<file path="config.mk">
export PLATFORM = sky130hd
export DESIGN_NAME = oven_timer_mode_controller_core
export DESIGN_NICKNAME = d
export VERILOG_FILES = /design/src/rtl/otmc_pkg.sv /design/src/rtl/otmc_ctrl.sv /design/src/rtl/otmc_dp.sv /design/src/rtl/oven_timer_mode_controller_core.sv
export SDC_FILE = /design/constraint.sdc
export NUM_CORES = 1
export LEC_CHECK = 0
export ABC_AREA = 1
export BUFFER_PORTS_ARGS = -buffer_cell sky130_fd_sc_hd__buf_2
export CORE_ASPECT_RATIO = 1.4
export CORE_MARGIN = 2
export CORE_UTILIZATION = 53
export CTS_CLUSTER_SIZE = 12
export DETAILED_ROUTE_END_ITERATION = 10
export HOLD_SLACK_MARGIN = 0.03
export PLACE_DENSITY = 0.71
export SLEW_MARGIN = 20
export SYNTH_ARGS = -nofsm -noshare
export SYNTH_HDL_FRONTEND = slang
export SYNTH_SLANG_ARGS = --single-unit
export TNS_END_PERCENT = 100
</file>
<file path="constraint.sdc">
create_clock -name clk -period 10.4 [get_ports clk]
set_input_delay 1.56 -clock clk [delete_from_list [all_inputs] [get_ports clk]]
set_output_delay 1.56 -clock clk [all_outputs]
set_load 0.1 [all_outputs]
</file>
<file path="src/rtl/otmc_pkg.sv">
// Shared types and constants for the oven timer mode controller.
package otmc_pkg;

    // Key codes
    localparam logic [7:0] KEY_A       = 8'd65;
    localparam logic [7:0] KEY_B       = 8'd66;
    localparam logic [7:0] KEY_C       = 8'd67;
    localparam logic [7:0] KEY_D       = 8'd68;
    localparam logic [7:0] DIGIT_LIMIT = 8'd10;

    // Largest time that can be entered, in seconds
    localparam logic [13:0] TIME_MAX = 14'd9999;

    // Mode codes
    localparam logic [2:0] MODE_SET  = 3'd0;
    localparam logic [2:0] MODE_HEAT = 3'd1;
    localparam logic [2:0] MODE_DOOR = 3'd2;
    localparam logic [2:0] MODE_FOOD = 3'd3;
    localparam logic [2:0] MODE_BOTH = 3'd4;

    // Configuration registers
    localparam int         CFG_IDX_W  = 2;
    localparam logic [1:0] CFG_PPS    = 2'd0;
    localparam logic [1:0] CFG_IDLE   = 2'd1;
    localparam logic [7:0] PPS_RESET  = 8'd5;
    localparam logic [7:0] IDLE_RESET = 8'd50;

    // Commands from controller to datapath
    typedef struct packed {
        logic load_key;
        logic step;
        logic rb_step;
        logic out_load;
    } ctrl_cmd_t;

    // Status from datapath to controller
    typedef struct packed {
        logic rb_needed;
        logic rb_last;
    } dp_status_t;

endpackage

</file>
<file path="src/rtl/otmc_ctrl.sv">
// Controller state machine: sequences key update, digit rebuild and result hand-off.
module otmc_ctrl
    import otmc_pkg::*;
(
    input  logic       clk,
    input  logic       rst_n,
    input  logic       in_valid,
    output logic       in_stall,
    output logic       out_valid,
    input  logic       out_stall,
    output ctrl_cmd_t  cmd,
    input  dp_status_t status
);

    typedef enum logic [3:0] {
        ST_IDLE    = 4'b0001,
        ST_STEP    = 4'b0010,
        ST_REBUILD = 4'b0100,
        ST_FINISH  = 4'b1000
    } state_t;

    state_t state_reg, state_next;
    logic   out_valid_reg, out_valid_next;
    logic   out_free;

    assign in_stall  = (state_reg != ST_IDLE);
    assign out_valid = out_valid_reg;
    assign out_free  = !out_valid_reg || !out_stall;

    // Next state and commands
    always_comb
    begin
        state_next   = state_reg;
        cmd          = '0;
        case (state_reg)
            ST_IDLE:
            begin
                if (in_valid)
                begin
                    cmd.load_key = 1'b1;
                    state_next   = ST_STEP;
                end
            end
            ST_STEP:
            begin
                cmd.step   = 1'b1;
                state_next = status.rb_needed ? ST_REBUILD : ST_FINISH;
            end
            ST_REBUILD:
            begin
                cmd.rb_step = 1'b1;
                if (status.rb_last)
                begin
                    state_next = ST_FINISH;
                end
            end
            ST_FINISH:
            begin
                if (out_free)
                begin
                    cmd.out_load = 1'b1;
                    state_next   = ST_IDLE;
                end
            end
            default:
            begin
                state_next = ST_IDLE;
            end
        endcase
    end

    // Output word valid: set on load, cleared once taken
    always_comb
    begin
        out_valid_next = out_valid_reg;
        if (cmd.out_load)
        begin
            out_valid_next = 1'b1;
        end
        else if (out_valid_reg && !out_stall)
        begin
            out_valid_next = 1'b0;
        end
    end

    always_ff @(posedge clk or negedge rst_n)
    begin
        if (!rst_n)
        begin
            state_reg     <= ST_IDLE;
            out_valid_reg <= 1'b0;
        end
        else
        begin
            state_reg     <= state_next;
            out_valid_reg <= out_valid_next;
        end
    end

endmodule

</file>
<file path="src/rtl/otmc_dp.sv">
// Datapath: flags, mode, times, counters, digit store, rebuild unit and result register.
module otmc_dp
    import otmc_pkg::*;
#(
    parameter int MAX_DIGITS = 4
)
(
    input  logic                 clk,
    input  logic                 rst_n,
    input  logic [7:0]           key_code,
    input  logic                 cfg_we,
    input  logic [CFG_IDX_W-1:0] cfg_index,
    input  logic [7:0]           cfg_data,
    input  ctrl_cmd_t            cmd,
    output dp_status_t           status,
    output logic [2:0]           mode,
    output logic                 heating_on,
    output logic                 door_open,
    output logic                 no_food,
    output logic [13:0]          entered_time,
    output logic [13:0]          time_left
);

    localparam int IDX_W = (MAX_DIGITS > 1) ? $clog2(MAX_DIGITS) : 1;

    // Configuration
    logic [7:0] pps_reg, idle_reg;

    // Controller state
    logic [7:0]  key_reg;
    logic [2:0]  mode_reg, mode_next;
    logic        heat_reg, heat_next;
    logic        door_reg, door_next;
    logic        food_reg, food_next;
    logic [13:0] set_reg, set_next;
    logic [13:0] left_reg, left_next;
    logic [7:0]  period_reg, period_next;
    logic [7:0]  press_reg, press_next;
    logic [3:0]  digit_reg [MAX_DIGITS];
    logic [3:0]  digit_next [MAX_DIGITS];
    logic [IDX_W-1:0] rb_idx_reg, rb_idx_next;
    logic [IDX_W-1:0] rb_end_reg, rb_end_next;

    // Step decode
    logic is_a, is_b, is_c, is_d, is_digit;
    logic food_n, door_n;
    logic room_left, idle_hit;
    logic rb_needed;
    logic [16:0] acc_wide;
    logic [13:0] acc_sat;

    assign is_a      = (key_reg == KEY_A);
    assign is_b      = (key_reg == KEY_B);
    assign is_c      = (key_reg == KEY_C);
    assign is_d      = (key_reg == KEY_D);
    assign is_digit  = (key_reg < DIGIT_LIMIT);
    assign food_n    = food_reg ^ is_a;
    assign door_n    = door_reg ^ is_b;
    assign room_left = (press_reg < 8'(MAX_DIGITS));

    // One rebuild iteration: acc * 10 + digit, held at the time limit
    assign acc_wide = ({3'b000, set_reg} << 3) + ({3'b000, set_reg} << 1)
                    + {13'd0, digit_reg[rb_idx_reg]};
    assign acc_sat  = (acc_wide > 17'(TIME_MAX)) ? TIME_MAX : acc_wide[13:0];

    // Status to the controller
    assign status = '{rb_needed: rb_needed, rb_last: (rb_idx_reg == rb_end_reg)};

    // Per-word mode update
    always_comb
    begin
        mode_next   = mode_reg;
        heat_next   = heat_reg;
        door_next   = door_reg;
        food_next   = food_reg;
        set_next    = set_reg;
        left_next   = left_reg;
        period_next = period_reg;
        press_next  = press_reg;
        digit_next  = digit_reg;
        rb_idx_next = rb_idx_reg;
        rb_end_next = rb_end_reg;
        idle_hit    = 1'b0;
        rb_needed   = 1'b0;

        if (cmd.step)
        begin
            food_next   = food_n;
            door_next   = door_n;
            period_next = period_reg + 8'd1;
            if (mode_reg == MODE_HEAT)
            begin
                if (is_b)
                begin
                    heat_next = 1'b0;
                    mode_next = MODE_DOOR;
                    set_next  = left_reg;
                end
                else if (is_c || (left_reg == 14'd0))
                begin
                    set_next    = 14'd0;
                    period_next = 8'd0;
                    press_next  = 8'd0;
                    mode_next   = MODE_SET;
                    heat_next   = 1'b0;
                end
                // second tick
                if (period_next == pps_reg)
                begin
                    period_next = 8'd0;
                    if (left_reg != 14'd0)
                    begin
                        left_next = left_reg - 14'd1;
                    end
                end
            end
            else
            begin
                if (is_digit)
                begin
                    period_next = 8'd0;
                    mode_next   = MODE_SET;
                    if (room_left)
                    begin
                        digit_next[press_reg[IDX_W-1:0]] = key_reg[3:0];
                    end
                    press_next = press_reg + 8'd1;
                end
                else if (is_c)
                begin
                    set_next    = 14'd0;
                    period_next = 8'd0;
                    press_next  = 8'd0;
                    mode_next   = MODE_SET;
                end
                else if (is_d)
                begin
                    period_next = 8'd0;
                    if (set_reg != 14'd0)
                    begin
                        if (!food_n && !door_n)
                        begin
                            left_next = set_reg;
                            heat_next = 1'b1;
                            mode_next = MODE_HEAT;
                        end
                        else
                        begin
                            heat_next = 1'b0;
                            if (!food_n)
                            begin
                                mode_next = MODE_DOOR;
                            end
                            else if (!door_n)
                            begin
                                mode_next = MODE_FOOD;
                            end
                            else
                            begin
                                mode_next = MODE_BOTH;
                            end
                        end
                    end
                end
                // idle timeout
                if (period_next == idle_reg)
                begin
                    idle_hit    = 1'b1;
                    set_next    = 14'd0;
                    period_next = 8'd0;
                    press_next  = 8'd0;
                    mode_next   = MODE_SET;
                end
                // new digit stored: rebuild time from digit 0 up to it
                if (is_digit && room_left && !idle_hit)
                begin
                    rb_needed   = 1'b1;
                    set_next    = 14'd0;
                    rb_idx_next = '0;
                    rb_end_next = press_reg[IDX_W-1:0];
                end
            end
        end
        else if (cmd.rb_step)
        begin
            set_next    = acc_sat;
            rb_idx_next = rb_idx_reg + IDX_W'(1);
        end
    end

    // Configuration registers
    always_ff @(posedge clk or negedge rst_n)
    begin
        if (!rst_n)
        begin
            pps_reg  <= PPS_RESET;
            idle_reg <= IDLE_RESET;
        end
        else if (cfg_we)
        begin
            if (cfg_index == CFG_PPS)
            begin
                pps_reg <= cfg_data;
            end
            else if (cfg_index == CFG_IDLE)
            begin
                idle_reg <= cfg_data;
            end
        end
    end

    // State registers
    always_ff @(posedge clk or negedge rst_n)
    begin
        if (!rst_n)
        begin
            mode_reg   <= MODE_SET;
            heat_reg   <= 1'b0;
            door_reg   <= 1'b0;
            food_reg   <= 1'b0;
            set_reg    <= 14'd0;
            left_reg   <= 14'd0;
            period_reg <= 8'd0;
            press_reg  <= 8'd0;
            for (int i = 0; i < MAX_DIGITS; i++)
            begin
                digit_reg[i] <= 4'd0;
            end
        end
        else
        begin
            mode_reg   <= mode_next;
            heat_reg   <= heat_next;
            door_reg   <= door_next;
            food_reg   <= food_next;
            set_reg    <= set_next;
            left_reg   <= left_next;
            period_reg <= period_next;
            press_reg  <= press_next;
            digit_reg  <= digit_next;
        end
    end

    // Key capture, rebuild indices and result word: payload, no reset
    always_ff @(posedge clk)
    begin
        if (cmd.load_key)
        begin
            key_reg <= key_code;
        end
        rb_idx_reg <= rb_idx_next;
        rb_end_reg <= rb_end_next;
        if (cmd.out_load)
        begin
            mode         <= mode_reg;
            heating_on   <= heat_reg;
            door_open    <= door_reg;
            no_food      <= food_reg;
            entered_time <= set_reg;
            time_left    <= left_reg;
        end
    end

endmodule

</file>
<file path="src/rtl/oven_timer_mode_controller_core.sv">
// Top level of the oven timer mode controller: controller and datapath.
//
// One input word is one control period carrying a key code; one result word
// follows each, showing mode, heater, door and food flags, entered time and
// time left after that period. A word is taken in the cycle after the
// previous result has been loaded into the output register. Each word
// passes through a step state and a finish state, which loads the output
// register once it is free; a stored digit adds a rebuild state between
// them, since the entered time is rebuilt by a multiply-by-ten-and-add
// unit that takes one stored digit per cycle, from digit 0 up to the new
// one. The output register lets a finished result wait for the consumer
// while the next word is being accepted. Configuration writes are taken
// on every cycle (cfg_ready is held high); indexes beyond the two
// registers are ignored.
module oven_timer_mode_controller_core
    import otmc_pkg::*;
#(
    parameter int MAX_DIGITS = 4
)
(
    input  logic                 clk,
    input  logic                 rst_n,
    input  logic                 in_valid,
    output logic                 in_stall,
    input  logic [7:0]           key_code,
    output logic                 out_valid,
    input  logic                 out_stall,
    output logic [2:0]           mode,
    output logic                 heating_on,
    output logic                 door_open,
    output logic                 no_food,
    output logic [13:0]          entered_time,
    output logic [13:0]          time_left,
    input  logic                 cfg_valid,
    output logic                 cfg_ready,
    input  logic [CFG_IDX_W-1:0] cfg_index,
    input  logic [7:0]           cfg_data
);

    ctrl_cmd_t  cmd;
    dp_status_t status;

    assign cfg_ready = 1'b1;

    otmc_ctrl u_ctrl
    (
        .clk       (clk),
        .rst_n     (rst_n),
        .in_valid  (in_valid),
        .in_stall  (in_stall),
        .out_valid (out_valid),
        .out_stall (out_stall),
        .cmd       (cmd),
        .status    (status)
    );

    otmc_dp #(
        .MAX_DIGITS (MAX_DIGITS)
    ) u_dp
    (
        .clk          (clk),
        .rst_n        (rst_n),
        .key_code     (key_code),
        .cfg_we       (cfg_valid && cfg_ready),
        .cfg_index    (cfg_index),
        .cfg_data     (cfg_data),
        .cmd          (cmd),
        .status       (status),
        .mode         (mode),
        .heating_on   (heating_on),
        .door_open    (door_open),
        .no_food      (no_food),
        .entered_time (entered_time),
        .time_left    (time_left)
    );

endmodule

</file>
-- Yosys cells after proc, flatten, opt, wreduce, memory -nomap -nowiden
Cells that the tools add are included.
- add/sub/neg operators: 6
- multiply operators: 0
- divide/modulo/power cells: 0
- $lt $le $gt $ge: 6
- equality and inequality tests: 29
- shift-type cells: 0
- mux-type cells: 84
- bitwise gates (word level): 6
- reduce and logical (&&, ||, !) cells: 35
- operators by type and width (cell ; count):
    two-way mux 14 bit ; 18
    two-way mux 8 bit ; 18
    two-way mux 3 bit ; 11
    equality test 8 x 7 -> 1 bit (second input constant) ; 4
    two-way mux 4 bit ; 7
    nonzero test 14 bit ; 2
    two-way mux 1 bit ; 22
    != test 2 bit (second input constant) ; 9
    adder 17 x 15 -> 17 bit ; 1
    adder 17 x 4 -> 17 bit ; 1
    > comparator 17 x 14 -> 1 bit (second input constant) ; 1
    adder 8 x 1 -> 8 bit (second input constant) ; 2
    bitwise mux 16 bit ; 1
    equality test 8 bit ; 2
    one-hot mux 4 bit (4 select lines) ; 1
    AND reduction 4 bit ; 4
    zero test 14 bit ; 1
    subtractor 14 x 1 -> 14 bit (second input constant) ; 1
    AND reduction 3 bit ; 4
    nonzero test 2 bit ; 5
    nonzero test 5 bit ; 2
    binary-select mux 4 bit (select 2 bit) ; 1
    demux 4 bit (select 2 bit) ; 1
    < comparator 8 x 3 -> 1 bit (second input constant) ; 1
    29 further kinds ; 46
- flip-flop bits (word level): 133
- bits in latches: 0
- bits in writable memories: 0
- ROM bits: 0
- input port bits: 23
- logic and storage cells: 191
- memories: 0

-- Depth between registers and ports, before layout
- word-level depth: 17
- mapped depth: 25
- mapped depth without buffers: 24

-- By module
From an unflattened synthesis, not the netlist that was laid out.
- cell total of the unflattened synthesis: 1075
- area, all modules: 8023.9 um2
- by module, submodules not included (module ; times used ; cells each ; area each (um2) ; sequential area each (um2)):
    otmc_dp ; 1 ; 1029 ; 7708.6 ; 3439.5
    otmc_ctrl ; 1 ; 44 ; 304.0 ; 126.4
    oven_timer_mode_controller_core ; 1 ; 2 ; 11.3 ; 0.0

-- Least setup slack after synthesis
OpenSTA, ideal clock, no wires.
- kind: input port to flip-flop
- from: input out_stall
- to: register u_dp.door_open (enable)
- setup time: 425 ps
- arrival time: 3142 ps
- data required time: 9975 ps
- slack: 6833 ps
- stages: 3
- cell sequence: nand2_1 inv_1 nor2_1
- RTL lines (what ; line ; RTL):
    start: declaration ; oven_timer_mode_controller_core.sv:27 ; input logic out_stall,
    end signal: assignment ; otmc_dp.sv:257 ; door_open <= door_reg;
    end: declaration ; otmc_dp.sv:18 ; output logic door_open,

-- Worst setup path after layout
- from: register u_dp.rb_idx_reg[0]
- to: register u_dp.set_reg[10]
- longest elaborated chain between the ends: 9
- ends and longest elaborated chain (what ; line ; RTL):
    start: declaration ; otmc_dp.sv:41 ; logic [IDX_W-1:0] rb_idx_reg, rb_idx_next;
    start signal: assignment ; otmc_dp.sv:251 ; rb_idx_reg <= rb_idx_next;
    NOT 2 -> 3 bit (not written as such) (*) ; otmc_dp.sv:63 ; + {13'd0, digit_reg[rb_idx_reg]};
    binary-select mux 4 bit (select 2 bit) (*) ; otmc_dp.sv:63 ;
    two-way mux 4 bit (not written as such) (*) (2 in a row) ; otmc_dp.sv:63 ;
    adder 17 x 4 -> 17 bit (*) ; otmc_dp.sv:63 ;
    > comparator 17 x 14 -> 1 bit ; otmc_dp.sv:64 ; assign acc_sat = (acc_wide > 17'(TIME_MAX)) ? TIME_MAX : acc_wide[13:0];
    two-way mux 14 bit (*) ; otmc_dp.sv:64 ;
    two-way mux 14 bit (*) ; otmc_dp.sv:184 ; else if (cmd.rb_step)
    two-way mux 14 bit (*) ; otmc_dp.sv:86 ; if (cmd.step)
    end signal: assignment ; otmc_dp.sv:236 ; set_reg <= set_next;
    end: declaration ; otmc_dp.sv:35 ; logic [13:0] set_reg, set_next;
Every way passes the cells marked *; elsewhere a longest branch is shown, timed or not. The select of a mux whose other input is x is not followed.
A chain may end at the register's enable or synchronous reset.

==> results.cfg <==
[run_status]
outcome = completed

[floorplanning]
die_area_um2 = 16200
die_x_um = 108
fp-row-count = 53
die_h_um = 150
start_util_pct = 54.0
core_region_area_um2 = 14900
io_pins = 60

[placement]
port_buffers = 58
pre_cts_ws_ns = 6.52
place_hpwl_um = 13900
place_inst = 1257
place_congestion = 0.894

[yosys]
synth_area_leaders = dfrtp_1, edfxtp_1, nand2_1, nand3_1, inv_1
synth_top_area_share_pct = 25.2
ys_async_sr_fraction_pct = 65.4
synthesis.area_um2 = 8060
synthCells = 1028
synth_top_cell_by_area = dfrtp_1
synthFlopType = dfrtp_1
avgSynthCellArea_um2 = 7.84
synth_common_cells = nand2_1, inv_1, nand3_1
synth_most_common_cell = nand2_1
yosysWarnings = 0
synth_nets = 1088
synth.ff_latch_count = 133
ys_seq_area_share_pct = 44.3
synth_cell_types = 47
synth_edf_count = 46

[flow_run]
maxCapViolCount = 0

[clock_tree]
htree_levels = 4
cts_setup_buffers = 0
cts_resized = 0
cts_tree = yes
postCtsHoldBufs = 0
cts-root-buf = clkbuf_16
clk-insertion-delay-late_ns = 0.42
cts.path.max_buffers = 2
clkSinkCount = 133
cts.clk_slew.worst_paths_ns = 0.06
cts_buffers = 17

[final_layout]
drive_above_1_share_pct = 13.1
diodes = 0
fin_nets = 1144
instances_no_fill = 1289
area_growth_pct = 13.3
largest_reg_flops = 16

[detailed_routing]
drc = 0
wl_per_cell_um = 14.7
routed_via_density = 5.32
finalWirelength_um = 18900
final_antenna_net_count = 0
firstDrtPassIters = 5
vias = 6855
drtIter0Drc = 394

[worst_hold_path]
hp-class = reg2reg
min_path_cells = 0

[sta]
setup_viol = 0
holdWs_ns = 0.466
finalCriticalPeriod_ns = 3.90
hold_viol_final = 0
fin_crit_sh_pct = 37.5
fmax_mhz = 256
slew_viol_final = 0
maxSlewHeadroom_pct = 30.2
rsz0062_at_grt = false
worst_pin_slew_ns = 1.05
setup_slack_ns = 6.50
final.setup_skew_ns = 0.00896
tns_ns = 0

[global_routing]
grt_use_total_pct = 25.2
grt_start_max_net_pins = 55
grt_pass1_vias = 6696
grt_pass1_wl_um = 31800
antenna_found_initial = 0
grt_overflow = 0

[setup_path]
critPathRequiredTime_ns = 10.71
cp.arrival_ns = 4.21
timing.reg2reg.setup_slack_ns = 6.50
critical_path.max_fanout = 14
cp-end-kind = flip-flop
crit_top_cell = nand2_1
slowest_stage = nor2_1
crit_chain = o21ai_0 -> a21oi_1 -> a21oi_1 -> fa_1 -> fa_1 -> inv_1 -> nand3_1 -> nand2_1 -> nand2_1 -> nand2_1 -> nand3_1 -> nand2_1 -> nand2_1 -> nand2_1 -> nand2_1 -> nor2_1 -> nand3_1 -> nand2_1 -> inv_1 -> nand2_1 -> nand2_1
startpoint_type = flip-flop
r2r.worst_path.cells = 21
slowest_delay_ns = 0.64
worstSetupPathType = reg2reg

[pwr]
power_per_cell_area_nw_per_um2 = 295
power_mw = 2.69
ir_drop_mv = 0.207
p_leak_nw = 4.66
-- layout by cell type (no fill, tap or decap), drive strengths merged, types with 23 or more instances in the layout --
| master | Yosys | final |
|---|---|---|
| buf | 12 | 61 |
| nand2 | 327 | 327 |
| inv | 121 | 127 |
| dfrtp | 81 | 81 |
| a21oi | 23 | 23 |
| edfxtp | 46 | 46 |
| nor2 | 98 | 98 |
| o21ai | 72 | 72 |
| ha | 35 | 35 |
| nand3 | 100 | 100 |
-- layout make-up --
cell class / count / area (um2)
clock buffers: 17 / 425
clock inverters: 15 / 218
fillers: 1358 / 5790
inverters: 122 / 458
multi-input cells: 749 / 3910
flip-flops and latches: 133 / 3570
well taps: 192 / 240
repair buffers: 61 / 315
-- power by group --
group | leakage, nW | total (mW) | internal, mW | switching, mW
registers | 1.58 | 0.795 | 0.671 | 0.125
logic | 2.76 | 1.24 | 0.379 | 0.863
clock network | 0.317 | 0.656 | 0.408 | 0.248
total | 4.66 | 2.69 | 1.46 | 1.24
-- final timing paths --
kind,from,end
setup / recovery,u_dp.rb_idx_reg[0],u_dp.set_reg[10]
hold / removal,u_dp.heat_reg,u_dp.heating_on
setup reg to reg,u_dp.rb_idx_reg[0],u_dp.set_reg[10]
hold reg to reg,u_dp.heat_reg,u_dp.heating_on
max in group asynchronous,rst_n,u_dp.door_reg
min in group asynchronous,rst_n,u_ctrl.state_reg[3]
-- per-stage QoR --
| stage | instance area (um2) | util (%) |
|---|---|---|
| 2_1_floorplan | 8060 | - |
| 3_3_place_gp | 8490 | 56.9 |
| 3_5_place_dp | 8490 | 56.9 |
| 4_1_cts | 9130 | 61.2 |
| 5_1_grt | 9130 | 61.2 |
| 6_report | 9130 | 61.2 |
-- layer usage --
layer | routed length [um] | track usage [%]
met5 | 0 | 0
met3 | 747 | 4.31
met1 | 7320 | 27.6
met4 | 820 | 12.6
met2 | 10000 | 46.3
-- cell families (layout without fill, tap and decap cells) --
group	after synthesis	after routing	share of synthesized area [%]
DFF	133	133	44.3
AOI/OAI and AO/OA	124	124	8.98
buffers and inverters	146	215	7.39
other	1	1	0.0466
adders and majority gates	37	37	5.93
xor gates and xnor gates	20	20	2.17
muxes	4	4	0.497
and+or+nand+nor	563	563	30.7
-- worst max-delay path: cells and delay by family (launching register included) --
| family | cells | cell delay (ns) |
|---|---|---|
| buffers and inverters | 2 | 0.11 |
| AOI/OAI and AO/OA | 3 | 0.44 |
| and+or+nand+nor | 14 | 1.73 |
| adders and majority gates | 2 | 0.96 |
| DFF | 1 | 0.56 |
Power figures use the tool's default switching activity.
